===== src/sv/frlwa_pkg.sv =====
// constants, widths and the interval table for the frame rate limiter
// with window average; used by frame_rate_limiter_window_average_unit
// no dependencies
`default_nettype none

package frlwa_pkg;

    localparam int WINDOW       = 10;
    localparam int MIN_RATE     = 1;
    localparam int MAX_RATE     = 60;
    localparam int DEFAULT_RATE = 30;
    localparam int MS_PER_S     = 1000;

    localparam int RATE_W     = 6;
    localparam int INTERVAL_W = 10;
    localparam int NOW_W      = 32;
    localparam int GAP_W      = 32;
    localparam int SUM_W      = 36;
    localparam int FPS_W      = 22;
    localparam int SLOT_W     = (WINDOW > 1) ? $clog2(WINDOW) : 1;

    // 14.8 rate: window * 1000 * 256 / sum
    localparam longint DIVIDEND = longint'(WINDOW) * MS_PER_S * 256;
    localparam int     DIV_W    = $clog2(DIVIDEND + 1);
    localparam int     CNT_W    = $clog2(DIV_W);
    localparam logic [DIV_W-1:0] DIVIDEND_V = DIV_W'(DIVIDEND);

    localparam int DEFAULT_INTERVAL = MS_PER_S / DEFAULT_RATE;
    localparam logic [SUM_W-1:0] SUM_RESET = SUM_W'(longint'(WINDOW) * DEFAULT_INTERVAL);

    // stream word widths, padded to whole bytes
    localparam int OUT_FIELDS_W = 1 + FPS_W + INTERVAL_W;
    localparam int OUT_TDATA_W  = ((OUT_FIELDS_W + 7) / 8) * 8;

    // register indexes
    localparam int CFG_ADDR_W = 1;
    localparam logic [CFG_ADDR_W-1:0] REG_TARGET_FPS    = 1'd0;
    localparam logic [CFG_ADDR_W-1:0] REG_PACING_ENABLE = 1'd1;

    // request kinds
    localparam logic REQ_QUERY = 1'b0;
    localparam logic REQ_SENT  = 1'b1;

    // whole milliseconds per frame, indexed by rate; unused codes hold the end values
    localparam logic [INTERVAL_W-1:0] INTERVAL_TBL [64] = '{
        10'd1000, 10'd1000, 10'd500, 10'd333, 10'd250, 10'd200, 10'd166, 10'd142,
        10'd125,  10'd111,  10'd100, 10'd90,  10'd83,  10'd76,  10'd71,  10'd66,
        10'd62,   10'd58,   10'd55,  10'd52,  10'd50,  10'd47,  10'd45,  10'd43,
        10'd41,   10'd40,   10'd38,  10'd37,  10'd35,  10'd34,  10'd33,  10'd32,
        10'd31,   10'd30,   10'd29,  10'd28,  10'd27,  10'd27,  10'd26,  10'd25,
        10'd25,   10'd24,   10'd23,  10'd23,  10'd22,  10'd22,  10'd21,  10'd21,
        10'd20,   10'd20,   10'd20,  10'd19,  10'd19,  10'd18,  10'd18,  10'd18,
        10'd17,   10'd17,   10'd17,  10'd16,  10'd16,  10'd16,  10'd16,  10'd16
    };

endpackage

`default_nettype wire


===== src/sv/frame_rate_limiter_window_average_unit.sv =====
// frame pacing gate with ten-frame average rate report
// the input is taken in idle; the add state, the bit-serial divider (22 quotient bits)
// and the done state follow before the result word is registered; no new input word is
// taken until then, and a stalled result word keeps the input closed until it is taken
// reset: asynchronous, active low; rate 30, pacing on, ring filled with 33 ms gaps
// depends on frlwa_pkg
`default_nettype none

module frame_rate_limiter_window_average_unit (
    input  wire logic                                 clk,
    input  wire logic                                 rst_n,
    input  wire logic                                 cfg_we,
    input  wire logic [frlwa_pkg::CFG_ADDR_W-1:0]     cfg_addr,
    input  wire logic [frlwa_pkg::RATE_W-1:0]         cfg_data,
    input  wire logic                                 s_tvalid,
    output logic                                      s_tready,
    input  wire logic [frlwa_pkg::NOW_W-1:0]          s_tdata,  // now_ms
    input  wire logic                                 s_tuser,  // req_type
    output logic                                      m_tvalid,
    input  wire logic                                 m_tready,
    // send_ok, measured_fps, interval_ms, zero pad
    output logic [frlwa_pkg::OUT_TDATA_W-1:0]         m_tdata
);
    import frlwa_pkg::*;

    localparam logic [1:0] ST_IDLE = 2'd0;
    localparam logic [1:0] ST_ADD  = 2'd1;
    localparam logic [1:0] ST_DIV  = 2'd2;
    localparam logic [1:0] ST_DONE = 2'd3;

    logic [1:0]            state_reg,    state_next;
    logic [INTERVAL_W-1:0] interval_reg, interval_next;
    logic                  enable_reg,   enable_next;
    logic [NOW_W-1:0]      last_reg,     last_next;
    logic [GAP_W-1:0]      ring_reg [WINDOW];
    logic [GAP_W-1:0]      ring_next [WINDOW];
    logic [SLOT_W-1:0]     slot_reg,     slot_next;
    logic [SUM_W-1:0]      sum_reg,      sum_next;
    logic [GAP_W-1:0]      gap_reg,      gap_next;
    logic                  upd_reg,      upd_next;
    logic                  ok_reg,       ok_next;
    logic [DIV_W-1:0]      rem_reg,      rem_next;
    logic [DIV_W-1:0]      quo_reg,      quo_next;
    logic [CNT_W-1:0]      cnt_reg,      cnt_next;
    logic                  mvalid_reg,   mvalid_next;
    logic [OUT_TDATA_W-1:0] mdata_reg,   mdata_next;

    logic                  accept;
    logic [GAP_W-1:0]      elapsed;
    logic [RATE_W-1:0]     rate_clamped;
    logic [DIV_W:0]        shifted;
    logic [SUM_W:0]        trial;
    logic [FPS_W-1:0]      fps;

    assign s_tready = (state_reg == ST_IDLE);
    assign accept   = s_tvalid && s_tready;
    assign m_tvalid = mvalid_reg;
    assign m_tdata  = mdata_reg;
    assign elapsed  = s_tdata - last_reg;

    always_comb
    begin
        if (cfg_data < RATE_W'(MIN_RATE))
            rate_clamped = RATE_W'(MIN_RATE);
        else if (cfg_data > RATE_W'(MAX_RATE))
            rate_clamped = RATE_W'(MAX_RATE);
        else
            rate_clamped = cfg_data;
    end

    // one restoring step: bring down the next dividend bit, try the subtract
    assign shifted = {rem_reg, DIVIDEND_V[cnt_reg]};
    assign trial   = {{(SUM_W - DIV_W){1'b0}}, shifted} - {1'b0, sum_reg};

    always_comb
    begin
        if (sum_reg == '0)
            fps = '0;
        else if (quo_reg > DIV_W'({FPS_W{1'b1}}))
            fps = {FPS_W{1'b1}};
        else
            fps = FPS_W'(quo_reg);
    end

    always_comb
    begin
        state_next    = state_reg;
        interval_next = interval_reg;
        enable_next   = enable_reg;
        last_next     = last_reg;
        ring_next     = ring_reg;
        slot_next     = slot_reg;
        sum_next      = sum_reg;
        gap_next      = gap_reg;
        upd_next      = upd_reg;
        ok_next       = ok_reg;
        rem_next      = rem_reg;
        quo_next      = quo_reg;
        cnt_next      = cnt_reg;
        mvalid_next   = mvalid_reg;
        mdata_next    = mdata_reg;

        if (cfg_we)
        begin
            case (cfg_addr)
                REG_TARGET_FPS:    interval_next = INTERVAL_TBL[rate_clamped];
                REG_PACING_ENABLE: enable_next   = cfg_data[0];
                default:           ;
            endcase
        end

        if (mvalid_reg && m_tready)
            mvalid_next = 1'b0;

        case (state_reg)
            ST_IDLE:
            begin
                if (accept)
                begin
                    upd_next = 1'b0;
                    if (s_tuser == REQ_QUERY)
                        ok_next = !enable_reg || (elapsed >= GAP_W'(interval_reg));
                    else
                    begin
                        ok_next = 1'b0;
                        if (enable_reg)
                        begin
                            // retire the oldest gap now, add the new one next cycle
                            upd_next            = 1'b1;
                            gap_next            = elapsed;
                            last_next           = s_tdata;
                            sum_next            = sum_reg - SUM_W'(ring_reg[slot_reg]);
                            ring_next[slot_reg] = elapsed;
                            if (slot_reg == SLOT_W'(WINDOW - 1))
                                slot_next = '0;
                            else
                                slot_next = slot_reg + SLOT_W'(1);
                        end
                    end
                    state_next = ST_ADD;
                end
            end
            ST_ADD:
            begin
                if (upd_reg)
                    sum_next = sum_reg + SUM_W'(gap_reg);
                rem_next   = '0;
                quo_next   = '0;
                cnt_next   = CNT_W'(DIV_W - 1);
                state_next = ST_DIV;
            end
            ST_DIV:
            begin
                if (!trial[SUM_W])
                begin
                    rem_next = DIV_W'(trial);
                    quo_next = {quo_reg[DIV_W-2:0], 1'b1};
                end
                else
                begin
                    rem_next = DIV_W'(shifted);
                    quo_next = {quo_reg[DIV_W-2:0], 1'b0};
                end
                if (cnt_reg == '0)
                    state_next = ST_DONE;
                else
                    cnt_next = cnt_reg - CNT_W'(1);
            end
            ST_DONE:
            begin
                if (!mvalid_reg || m_tready)
                begin
                    mvalid_next = 1'b1;
                    mdata_next  = OUT_TDATA_W'({interval_reg, fps, ok_reg});
                    state_next  = ST_IDLE;
                end
            end
            default:
            begin
                state_next = ST_IDLE;
            end
        endcase
    end

    always_ff @(posedge clk or negedge rst_n)
    begin
        if (!rst_n)
        begin
            state_reg    <= ST_IDLE;
            interval_reg <= INTERVAL_W'(DEFAULT_INTERVAL);
            enable_reg   <= 1'b1;
            last_reg     <= '0;
            for (int i = 0; i < WINDOW; i++)
            begin
                ring_reg[i] <= GAP_W'(DEFAULT_INTERVAL);
            end
            slot_reg     <= '0;
            sum_reg      <= SUM_RESET;
            upd_reg      <= 1'b0;
            cnt_reg      <= '0;
            mvalid_reg   <= 1'b0;
        end
        else
        begin
            state_reg    <= state_next;
            interval_reg <= interval_next;
            enable_reg   <= enable_next;
            last_reg     <= last_next;
            ring_reg     <= ring_next;
            slot_reg     <= slot_next;
            sum_reg      <= sum_next;
            upd_reg      <= upd_next;
            cnt_reg      <= cnt_next;
            mvalid_reg   <= mvalid_next;
        end
    end

    always_ff @(posedge clk)
    begin
        gap_reg   <= gap_next;
        ok_reg    <= ok_next;
        rem_reg   <= rem_next;
        quo_reg   <= quo_next;
        mdata_reg <= mdata_next;
    end

`ifndef SYNTH
    a_busy_after_accept: assert property (@(posedge clk) disable iff (!rst_n)
        accept |=> !s_tready)
        else $error("input taken again while an item is in flight");

    a_div_ends: assert property (@(posedge clk) disable iff (!rst_n)
        (state_reg == ST_DIV && cnt_reg == '0) |=> state_reg == ST_DONE)
        else $error("divider did not finish after its last step");

    a_query_keeps_sum: assert property (@(posedge clk) disable iff (!rst_n)
        (accept && s_tuser == REQ_QUERY) |=> $stable(sum_reg) && $stable(slot_reg))
        else $error("a query changed the gap window");

    a_slot_range: assert property (@(posedge clk) disable iff (!rst_n)
        slot_reg <= SLOT_W'(WINDOW - 1))
        else $error("ring slot beyond the window");

    a_interval_range: assert property (@(posedge clk) disable iff (!rst_n)
        interval_reg >= INTERVAL_W'(MS_PER_S / MAX_RATE)
        && interval_reg <= INTERVAL_W'(MS_PER_S / MIN_RATE))
        else $error("interval outside the rate limits");
`endif

endmodule

`default_nettype wire

===== config.mk =====
export PLATFORM = sky130hd
export DESIGN_NAME = frame_rate_limiter_window_average_unit
export DESIGN_NICKNAME = d
export VERILOG_FILES = /design/src/sv/frlwa_pkg.sv /design/src/sv/frame_rate_limiter_window_average_unit.sv
export SDC_FILE = /design/constraint.sdc
export NUM_CORES = 1
export LEC_CHECK = 0
export BUFFER_PORTS_ARGS = -buffer_cell sky130_fd_sc_hd__buf_4
export CAP_MARGIN = 20
export CORE_MARGIN = 1
export CORE_UTILIZATION = 60
export DETAILED_ROUTE_END_ITERATION = 7
export PLACE_DENSITY = 0.77
export SETUP_SLACK_MARGIN = 0.02
export SKIP_CTS_REPAIR_TIMING = 1
export SYNTH_ARGS = -nofsm -noshare
export SYNTH_HDL_FRONTEND = slang
export SYNTH_SLANG_ARGS = --single-unit
export TNS_END_PERCENT = 100

===== constraint.sdc =====
create_clock -name clk -period 10 [get_ports clk]
set_clock_uncertainty 0.1 [all_clocks]
set_input_delay 1.5 -clock clk [delete_from_list [all_inputs] [get_ports clk]]
set_output_delay 1.5 -clock clk [all_outputs]
set_load 0.01 [all_outputs]

Word level (Yosys, flattened, before mapping). Memories as Yosys holds them, arrays and structs flattened. A register that Yosys moved wholly into a read port is not among the register bits. Cells that the tools add are included.

Flip-flop bits (word level): 512. Latch bits: 0. Memory bits (writable): 0. ROM bits: 672. Input port bits: 45. Output and inout port bits: 42. Word-level logic and storage cells: 105. Memories: 2.

Memory list: (name not given) (words 64, bits a word 10, rd ports 1, clocked after Yosys merged registers in 1, wr ports 0, RTL line frame_rate_limiter_window_average_unit.sv:106) `REG_TARGET_FPS: interval_next = INTERVAL_TBL[rate_clamped];`; (name not given) (words 32, bits a word 1, rd ports 1, clocked after Yosys merged registers in 0, wr ports 0, RTL line frame_rate_limiter_window_average_unit.sv:72) `assign shifted = {rem_reg, DIVIDEND_V[cnt_reg]};`.

Add/subtract/negate cells: 6. Multipliers: 0. Div/mod/pow operators: 0. Magnitude comparators: 7. Equality and inequality tests: 11. Shift-type cells: 0. Muxes and demuxes: 31. Bitwise gates (word level): 3. Reduce and logical (&&, ||, !) cells: 21.

Operators by type and width (count): bitwise mux 320 bit (1); two-way mux 36 bit (4); binary-select mux 32 bit (select 4 bit) (1); demux 32 bit (select 4 bit) (1); two-way mux 32 bit (3); one-hot mux 22 bit (2 select lines) (2); one-hot mux 36 bit (2 select lines) (1); two-way mux 22 bit (2); subtractor 23 x 36 -> 37 bit (1); adder 36 x 32 -> 36 bit (1); zero test 36 bit (1); subtractor 36 x 32 -> 36 bit (1); >= comparator 32 x 10 -> 1 bit (1); subtractor 32 bit (1); > comparator 22 bit (second input constant) (1); two-way mux 6 bit (2); one-hot mux 5 bit (2 select lines) (1); AND reduction 2 bit (5); != test 2 bit (second input constant) (4); one-hot mux 2 bit (4 select lines) (1); two-way mux 1 bit (7); NOT 6 -> 7 bit (1); > comparator 6 bit (second input constant) (1); < comparator 5 x 6 -> 1 bit (second input constant) (1); other kinds (23) (34).

Longest topological paths before layout. Gate-level depths: netlist (run 1).

Depth in word-level cells: 9. Depth in mapped cells: 25. Gate-level depth less buffers: 22.

Worst setup path before layout (run 1). Ideal clock, no wire load.

Path type: reg2reg. From: reg slot_reg[1]. To: reg sum_reg[34]. Arrival time: 4.725 ns. Data required time: 9.769 ns. Slack: 5.044 ns. Cell stages (with the launch flop): 20. Path buffers: 2. Cells stage by stage: dfrtp_1 > buf_2 > clkbuf_1 > mux4_2 > a221o_1 > nor4_4 > nand4_2 > or4_4 > nor2b_4 > nand2_1 > xnor2_1 > o21ai_1 > ha_1 > inv_1 > or4_1 > nor2_1 > nand3_1 > o211ai_1 > nor4_1 > or3_1.

Word-level cells in the longest chain between the ends: 9.

RTL lines: start: declaration (RTL line frame_rate_limiter_window_average_unit.sv:37) `logic [SLOT_W-1:0] slot_reg, slot_next;`; start signal: assignment (RTL line frame_rate_limiter_window_average_unit.sv:210) `slot_reg <= slot_next;`; NOT 4 -> 5 bit (not written as such) (RTL line frame_rate_limiter_window_average_unit.sv:132) `sum_next = sum_reg - SUM_W'(ring_reg[slot_reg]);`; binary-select mux 32 bit (select 4 bit) (RTL line frame_rate_limiter_window_average_unit.sv:132); two-way mux 32 bit (not written as such) (2 in a row) (RTL line frame_rate_limiter_window_average_unit.sv:132); subtractor 36 x 32 -> 36 bit (RTL line frame_rate_limiter_window_average_unit.sv:132); two-way mux 36 bit (RTL line frame_rate_limiter_window_average_unit.sv:126) `if (enable_reg)`; two-way mux 36 bit (RTL line frame_rate_limiter_window_average_unit.sv:121) `if (s_tuser == REQ_QUERY)`; two-way mux 36 bit (RTL line frame_rate_limiter_window_average_unit.sv:118) `if (accept)`; one-hot mux 36 bit (2 select lines) (RTL line frame_rate_limiter_window_average_unit.sv:115) `case (state_reg)`; end signal: assignment (RTL line frame_rate_limiter_window_average_unit.sv:211) `sum_reg <= sum_next;`; end: declaration (RTL line frame_rate_limiter_window_average_unit.sv:38) `logic [SUM_W-1:0] sum_reg, sum_next;`.

Every way passes these cells. The select of a mux whose other input is x is not followed. A chain may end at the register's enable or synchronous reset.

Worst setup path in the final report (run 1).
From: reg slot_reg[1]. To: reg sum_reg[32].

Same word-level chain as after synthesis.

==> metrics, run 1 <==
pin count of the biggest net entering global routing=115; vias in the first global route=20900; Die Ht=219 um; max reg flops=320; final WL=68.3 mm; Seq/Total Area, Yosys=48.3%; Worst Hold Launch=sum_reg[35]$_DFFE_PN0P_; Slew HR=27.2%; Worst Hold Depth=1; Final period util=65.3%; post-layout util=66.7%; area grow syn2layout=9.59%; Setup TNS Final=0 ps; RR Endpoint=sum_reg[32]$_DFFE_PN0P_; Peak Freq=153 MHz; final hold violation count=0; Post-synth EDFFs=110; IO Pins=87; post-synthesis mux area share=8.42%; Skew-Pair Late Insertion Delay=610 ps; Routed Antenna Nets=0; TritonCTS buffer count=53; Netlist cell types=82; DR pass1 iterations=7; top_reg_cell synth=dfrtp_1; Die X=219 um; multi-input logic area=0.0133 sq mm; port bufs=79; Root Driver=clkbuf_16; clock-pin slew on the worst setup and hold paths=60 ps; XOR/XNOR Fraction of Synth Area=3.25%; fin worst setup slack=3470 ps; Placeable Area=0.0465 sq mm; synth warn=0; DR vias/cell=6.09; drt initial violations=1622; Tmin final=6530 ps; Setup-failing EPs final=0; worst-margin pin slew=1080 ps; row count=79; max-slew violations=0; peak supply drop=0.231 mV; CP Launch Type=flop; Antenna diodes=0; Adder-Cell Fraction of Synth Area=5.48%; Layout Nets=3031; Avg Cell Area, Syn=9.80 sq um; synthesized cell area=0.0283 sq mm; Routability Congestion=0.923; TritonCTS clock tree=built; largest family of logic cells by synthesized area=compound AO/OA/AOI/OAI gates; worst r2r path cells=20; FF-to-FF Start=slot_reg[1]$_DFFE_PN0P_; global-route wire length before repair=110 mm; initial antenna violation count=1; DR vias=21400; Critical Path RT=10360 ps; Critical Path AT=6900 ps; P_leak=13.6 nW; RSZ-0062 raised after global routing=no; Max Cap Viol=0; hold crit path type=reg -> reg; die area=0.0480 sq mm; Simple-Gate Fraction of Synth Area=13.7%; total congestion overflow=0; # fillers=3487; CP Capture Type=flop; clk sinks=522; Setup CP Type=reg -> reg; Int Pwr=6.47 mW; Gate power share=54.6%; H-tree Lvls=2; Storage cell area=0.0137 sq mm; DRC=0; clock buffer depth=3; Syn Inst Count=2885; pwr/cell area=376 mW/mm^2; switching share of power=44.4%; Yosys reg bits=522; worst-path maximum fanout=48; Initial Util=60.8%; fraction of registers with async set/reset=78.9%; sequential share of power=27.7%; Synth Area in Compound Gates=16.1%; Reg2Reg Setup Slack=3470 ps; WL/cell=19.4 um; switching pwr=5.16 mW; Hold Path Sink=sum_reg[35]$_DFFE_PN0P_; status=complete, no violations; post-DP HPWL=46.0 mm; total track usage=29.1%; fraction of layout cells with a size suffix above 1=12.9%; worst slack at placement=3520 ps; Clock Power Share=17.7%; Final Total Pwr=11.6 mW
## worst max path at each step
stage	startpoint	endpoint	slack, ps	cells past startpoint
finish	slot_reg[1]$_DFFE_PN0P_	sum_reg[32]$_DFFE_PN0P_	3470	20
global route	slot_reg[1]$_DFFE_PN0P_	sum_reg[32]$_DFFE_PN0P_	2960	20
CTS	slot_reg[1]$_DFFE_PN0P_	sum_reg[34]$_DFFE_PN0P_	3530	21
detailed placement	slot_reg[1]$_DFFE_PN0P_	sum_reg[34]$_DFFE_PN0P_	3520	21
global placement	slot_reg[1]$_DFFE_PN0P_	sum_reg[34]$_DFFE_PN0P_	3630	21
floorplan	slot_reg[1]$_DFFE_PN0P_	sum_reg[34]$_DFFE_PN0P_	5040	19
## power by group through the flow
stage | Combinational (mW) | Sequential (mW) | Clock [mW]
after floorplan | 4.77 | 3.11 | 0
after global placement | 5.97 | 3.22 | 0
after detailed placement | 6.17 | 3.25 | 0
after CTS | 6.23 | 3.22 | 2.08
after global routing | 6.99 | 3.29 | 2.17
final | 6.35 | 3.23 | 2.06
## final cells by class
| class | instances | share of cell area, % |
|---|---|---|
| flip-flops and latches | 522 | 44.1 |
| multi-input cells | 2039 | 43.1 |
| clock buffers | 68 | 4.86 |
| repair buffers | 118 | 2.88 |
| well taps | 607 | 2.45 |
| inverters | 130 | 1.58 |
| clock inverters | 32 | 1.05 |
## kinds of logic (layout without fill, tap and decap cells)
family	Yosys count	after routing
DFF	522	522
and+or+nand+nor	837	837
other	1	7
AOI/OAI and AO/OA	783	783
xor gates and xnor gates	105	105
buffers and inverters	330	348
muxes	185	185
adders and majority gates	122	122
## cells in the final DEF (no fill, tap or decap), drive strengths merged, types with 13 or more instances in the layout
master,n
and3,13
nor2b,41
mux2i,87
o22ai,23
a21o,41
o21a,14
o21ai,444
nor2,84
and2,29
mux2,62
nand2b,27
edfxtp,110
mux4,36
clkbuf,68
xor2,53
dfrtp,385
clkinv,17
o221ai,15
nand3,35
nand4,20
a221o,14
buf,118
a21oi,126
dfstp,27
inv,134
nor3,27
xnor2,52
nand2,493
nor4,17
ha,119
## per-layer routing
metal	track usage (%)	wire, um	vias up	share of wire, %
li1	-	-	10100	-
met1	39.5	29300	10500	43
met2	48.2	32700	747	48
met3	3.94	4390	116	6.4
met4	9.54	1890	0	2.8
met5	0	0	-	0
## Yosys cell counts, drive strengths merged, types with 53 or more instances
library cell | n | area [sq um]
mux2 | 62 | 698
o21ai | 444 | 2220
dfrtp | 385 | 9630
edfxtp | 110 | 3300
clkbuf | 160 | 601
mux2i | 87 | 871
nand2 | 493 | 1850
a21oi | 126 | 631
nor2 | 84 | 315
inv | 130 | 488
ha | 119 | 1490
xor2 | 53 | 464
## metrics by stage
stage | std cells | hold WS, ps | area, sq um
after floorplan | 2891 | 300 | 28300
after global placement | 3409 | 356 | 29100
after detailed placement | 3412 | 363 | 29100
after CTS | 3512 | 377 | 30900
after global routing | 3516 | 387 | 31000
final | 3516 | 375 | 31000
## worst max-delay path, cell delays in order (launching register included)
cell	delay [ps]
dfrtp_4	740
buf_4	730
or3b_2	530
o22ai_1	150
a221o_1	370
nor4_4	420
nand2b_1	130
or3_1	330
xnor2_1	130
o21ai_0	90
ha_1	410
a21oi_1	210
nor2b_1	70
a2111oi_0	410
nand2_1	200
o2111ai_1	270
a21boi_0	200
o221ai_1	400
a311o_1	260
and3_1	160
o31ai_1	70
No activity file was read; power rests on OpenSTA's default activity.
==> inputs of run 2 (changes only) <==
Settings changed: ABC_AREA set to 1.
Clock period 10 ns to 6.15 ns, I/O delays scaled along.
==> metrics, run 2 <==
Setup TNS Final=0 ps; top_reg_cell synth=dfrtp_1; DR pass1 iterations=6; IO Pins=87; Die X=224 um; most frequent cell after synthesis=nand2_1; DR vias=26600; Seq/Total Area, Yosys=46.0%; Peak Freq=185 MHz; TritonCTS clock tree=built; Initial Util=60.7%; drt initial violations=3022; fin worst setup slack=734 ps; CP Launch Type=flop; most frequent cells after synthesis=nand2_1 (1306), o21ai_0 (471), dfrtp_1 (385), inv_1 (381), nor2_1 (330); Design Area, Final=0.0328 sq mm; Max Cap Viol=0; pin count of the biggest net entering global routing=120; fraction of layout cells with a size suffix above 1=8.15%; Routed Antenna Nets=0; initial antenna violation count=1; status=complete, no violations; # fillers=4186; global-route wire length before repair=135 mm; clock-pin slew on the worst setup and hold paths=60 ps; most frequent CP cell=nand2_1; max-slew violations=0; final hold violation count=0; total congestion overflow=0; clock buffer depth=3; area grow syn2layout=10.6%; worst slack at placement=931 ps; worst-path maximum fanout=20; Root Driver=clkbuf_16; Die Ht=224 um; Post-synth EDFFs=110; post-DP HPWL=60.0 mm; CP Capture Type=flop; Layout Nets=4122; max reg flops=320; synthesized cell area=0.0297 sq mm; Skew-Pair Late Insertion Delay=650 ps; ranking of synthesized cells by area=dfrtp_1 (32%), nand2_1 (17%), edfxtp_1 (11%); vias in the first global route=24400; Setup CP Type=reg -> reg; Critical Path AT=5840 ps; WL/cell=18.2 um; clk sinks=522; Critical Path RT=6570 ps; Setup-failing EPs final=0; Final period util=88.1%; Critical Path Start=slot_reg[1]$_DFFE_PN0P_; RSZ-0062 raised after global routing=no; hold crit path type=in -> async; Yosys top cell area share=32.5%; DRC=0; die area=0.0503 sq mm; port bufs=79; worst-margin pin slew=1090 ps; row count=81; Placeable Area=0.0488 sq mm; Syn Inst Count=3929; Slew HR=27.6%; area leader, netlist=dfrtp_1; fraction of registers with async set/reset=78.9%; hold_ws=262 ps; most frequent cells in the layout=nand2_1 (1305), o21ai_0 (471), dfrtp_1 (384); FF-to-FF Start=slot_reg[1]$_DFFE_PN0P_; Netlist cell types=51; H-tree Lvls=2; TritonCTS buffer count=54; Avg Cell Area, Syn=7.55 sq um; Tmin final=5420 ps; final WL=84.9 mm; Routability Congestion=0.999; max incr delay on CP=610 ps; placed instance area=0.0308 sq mm; most common cell after layout, fill and taps aside=nand2_1; total track usage=34.2%; DR vias/cell=5.71; CP max-delay cell=dfrtp_1; Yosys reg bits=522; synth warn=0
[run 2: final timing paths]
path / slack (ps) / end / depth (start not counted)
setup / recovery: 730 / sum_reg[34]$_DFFE_PN0P_ / 27
hold / removal: 260 / ring_reg[141]$_DFFE_PN0P_ / 1
setup reg to reg: 730 / sum_reg[34]$_DFFE_PN0P_ / 27
hold reg to reg: 330 / m_tdata[0]$_DFFE_PP_ / 0
max in group asynchronous: 4480 / ring_reg[296]$_DFFE_PN0P_ / 2
min in group clk: 330 / m_tdata[0]$_DFFE_PP_ / 0
[run 2: critical path, delay by kind of cell, from the launching register on]
kind,cells,cell delay [ps]
fa+ha+maj,1,410
compound gates,3,380
simple gates,20,3130
buf+inv,3,650
flops,1,610
[run 2: layer usage]
layer	global-route usage, %	part of all wire, %
met1	50.2	44
met3	5.45	8.8
met2	51.5	44
met4	12.2	3.6
met5	0	0.014
[run 2: area by class of cell]
type	count	area, sq um	area share, %
diodes	1	2.50	0.00763
clock buffers	77	1600	4.88
multi-input cells	2850	13900	42.2
repair buffers	121	1020	3.12
clock inverters	22	317	0.965
inverters	406	1520	4.65
well taps	664	831	2.53
flip-flops and latches	522	13600	41.6
[run 2: through the flow]
step | util [%] | instances
after floorplan | - | 3935
after global placement | 63.0 | 4557
after detailed placement | 63.0 | 4557
after CTS | 66.9 | 4656
after global routing | 67.1 | 4662
final | 67.1 | 4663
[run 2: kinds of logic after synthesis]
group / synth area share (%)
other: 0.0126
adders and majority gates: 5.22
buffers and inverters: 7.57
xor gates and xnor gates: 1.45
AOI/OAI and AO/OA: 13.5
and+or+nand+nor: 26.0
DFF: 46.0
muxes: 0.202
Power of run 2 is not shown: default switching activity piles up to over one toggle a cycle in this logic, so the estimate is an artifact.
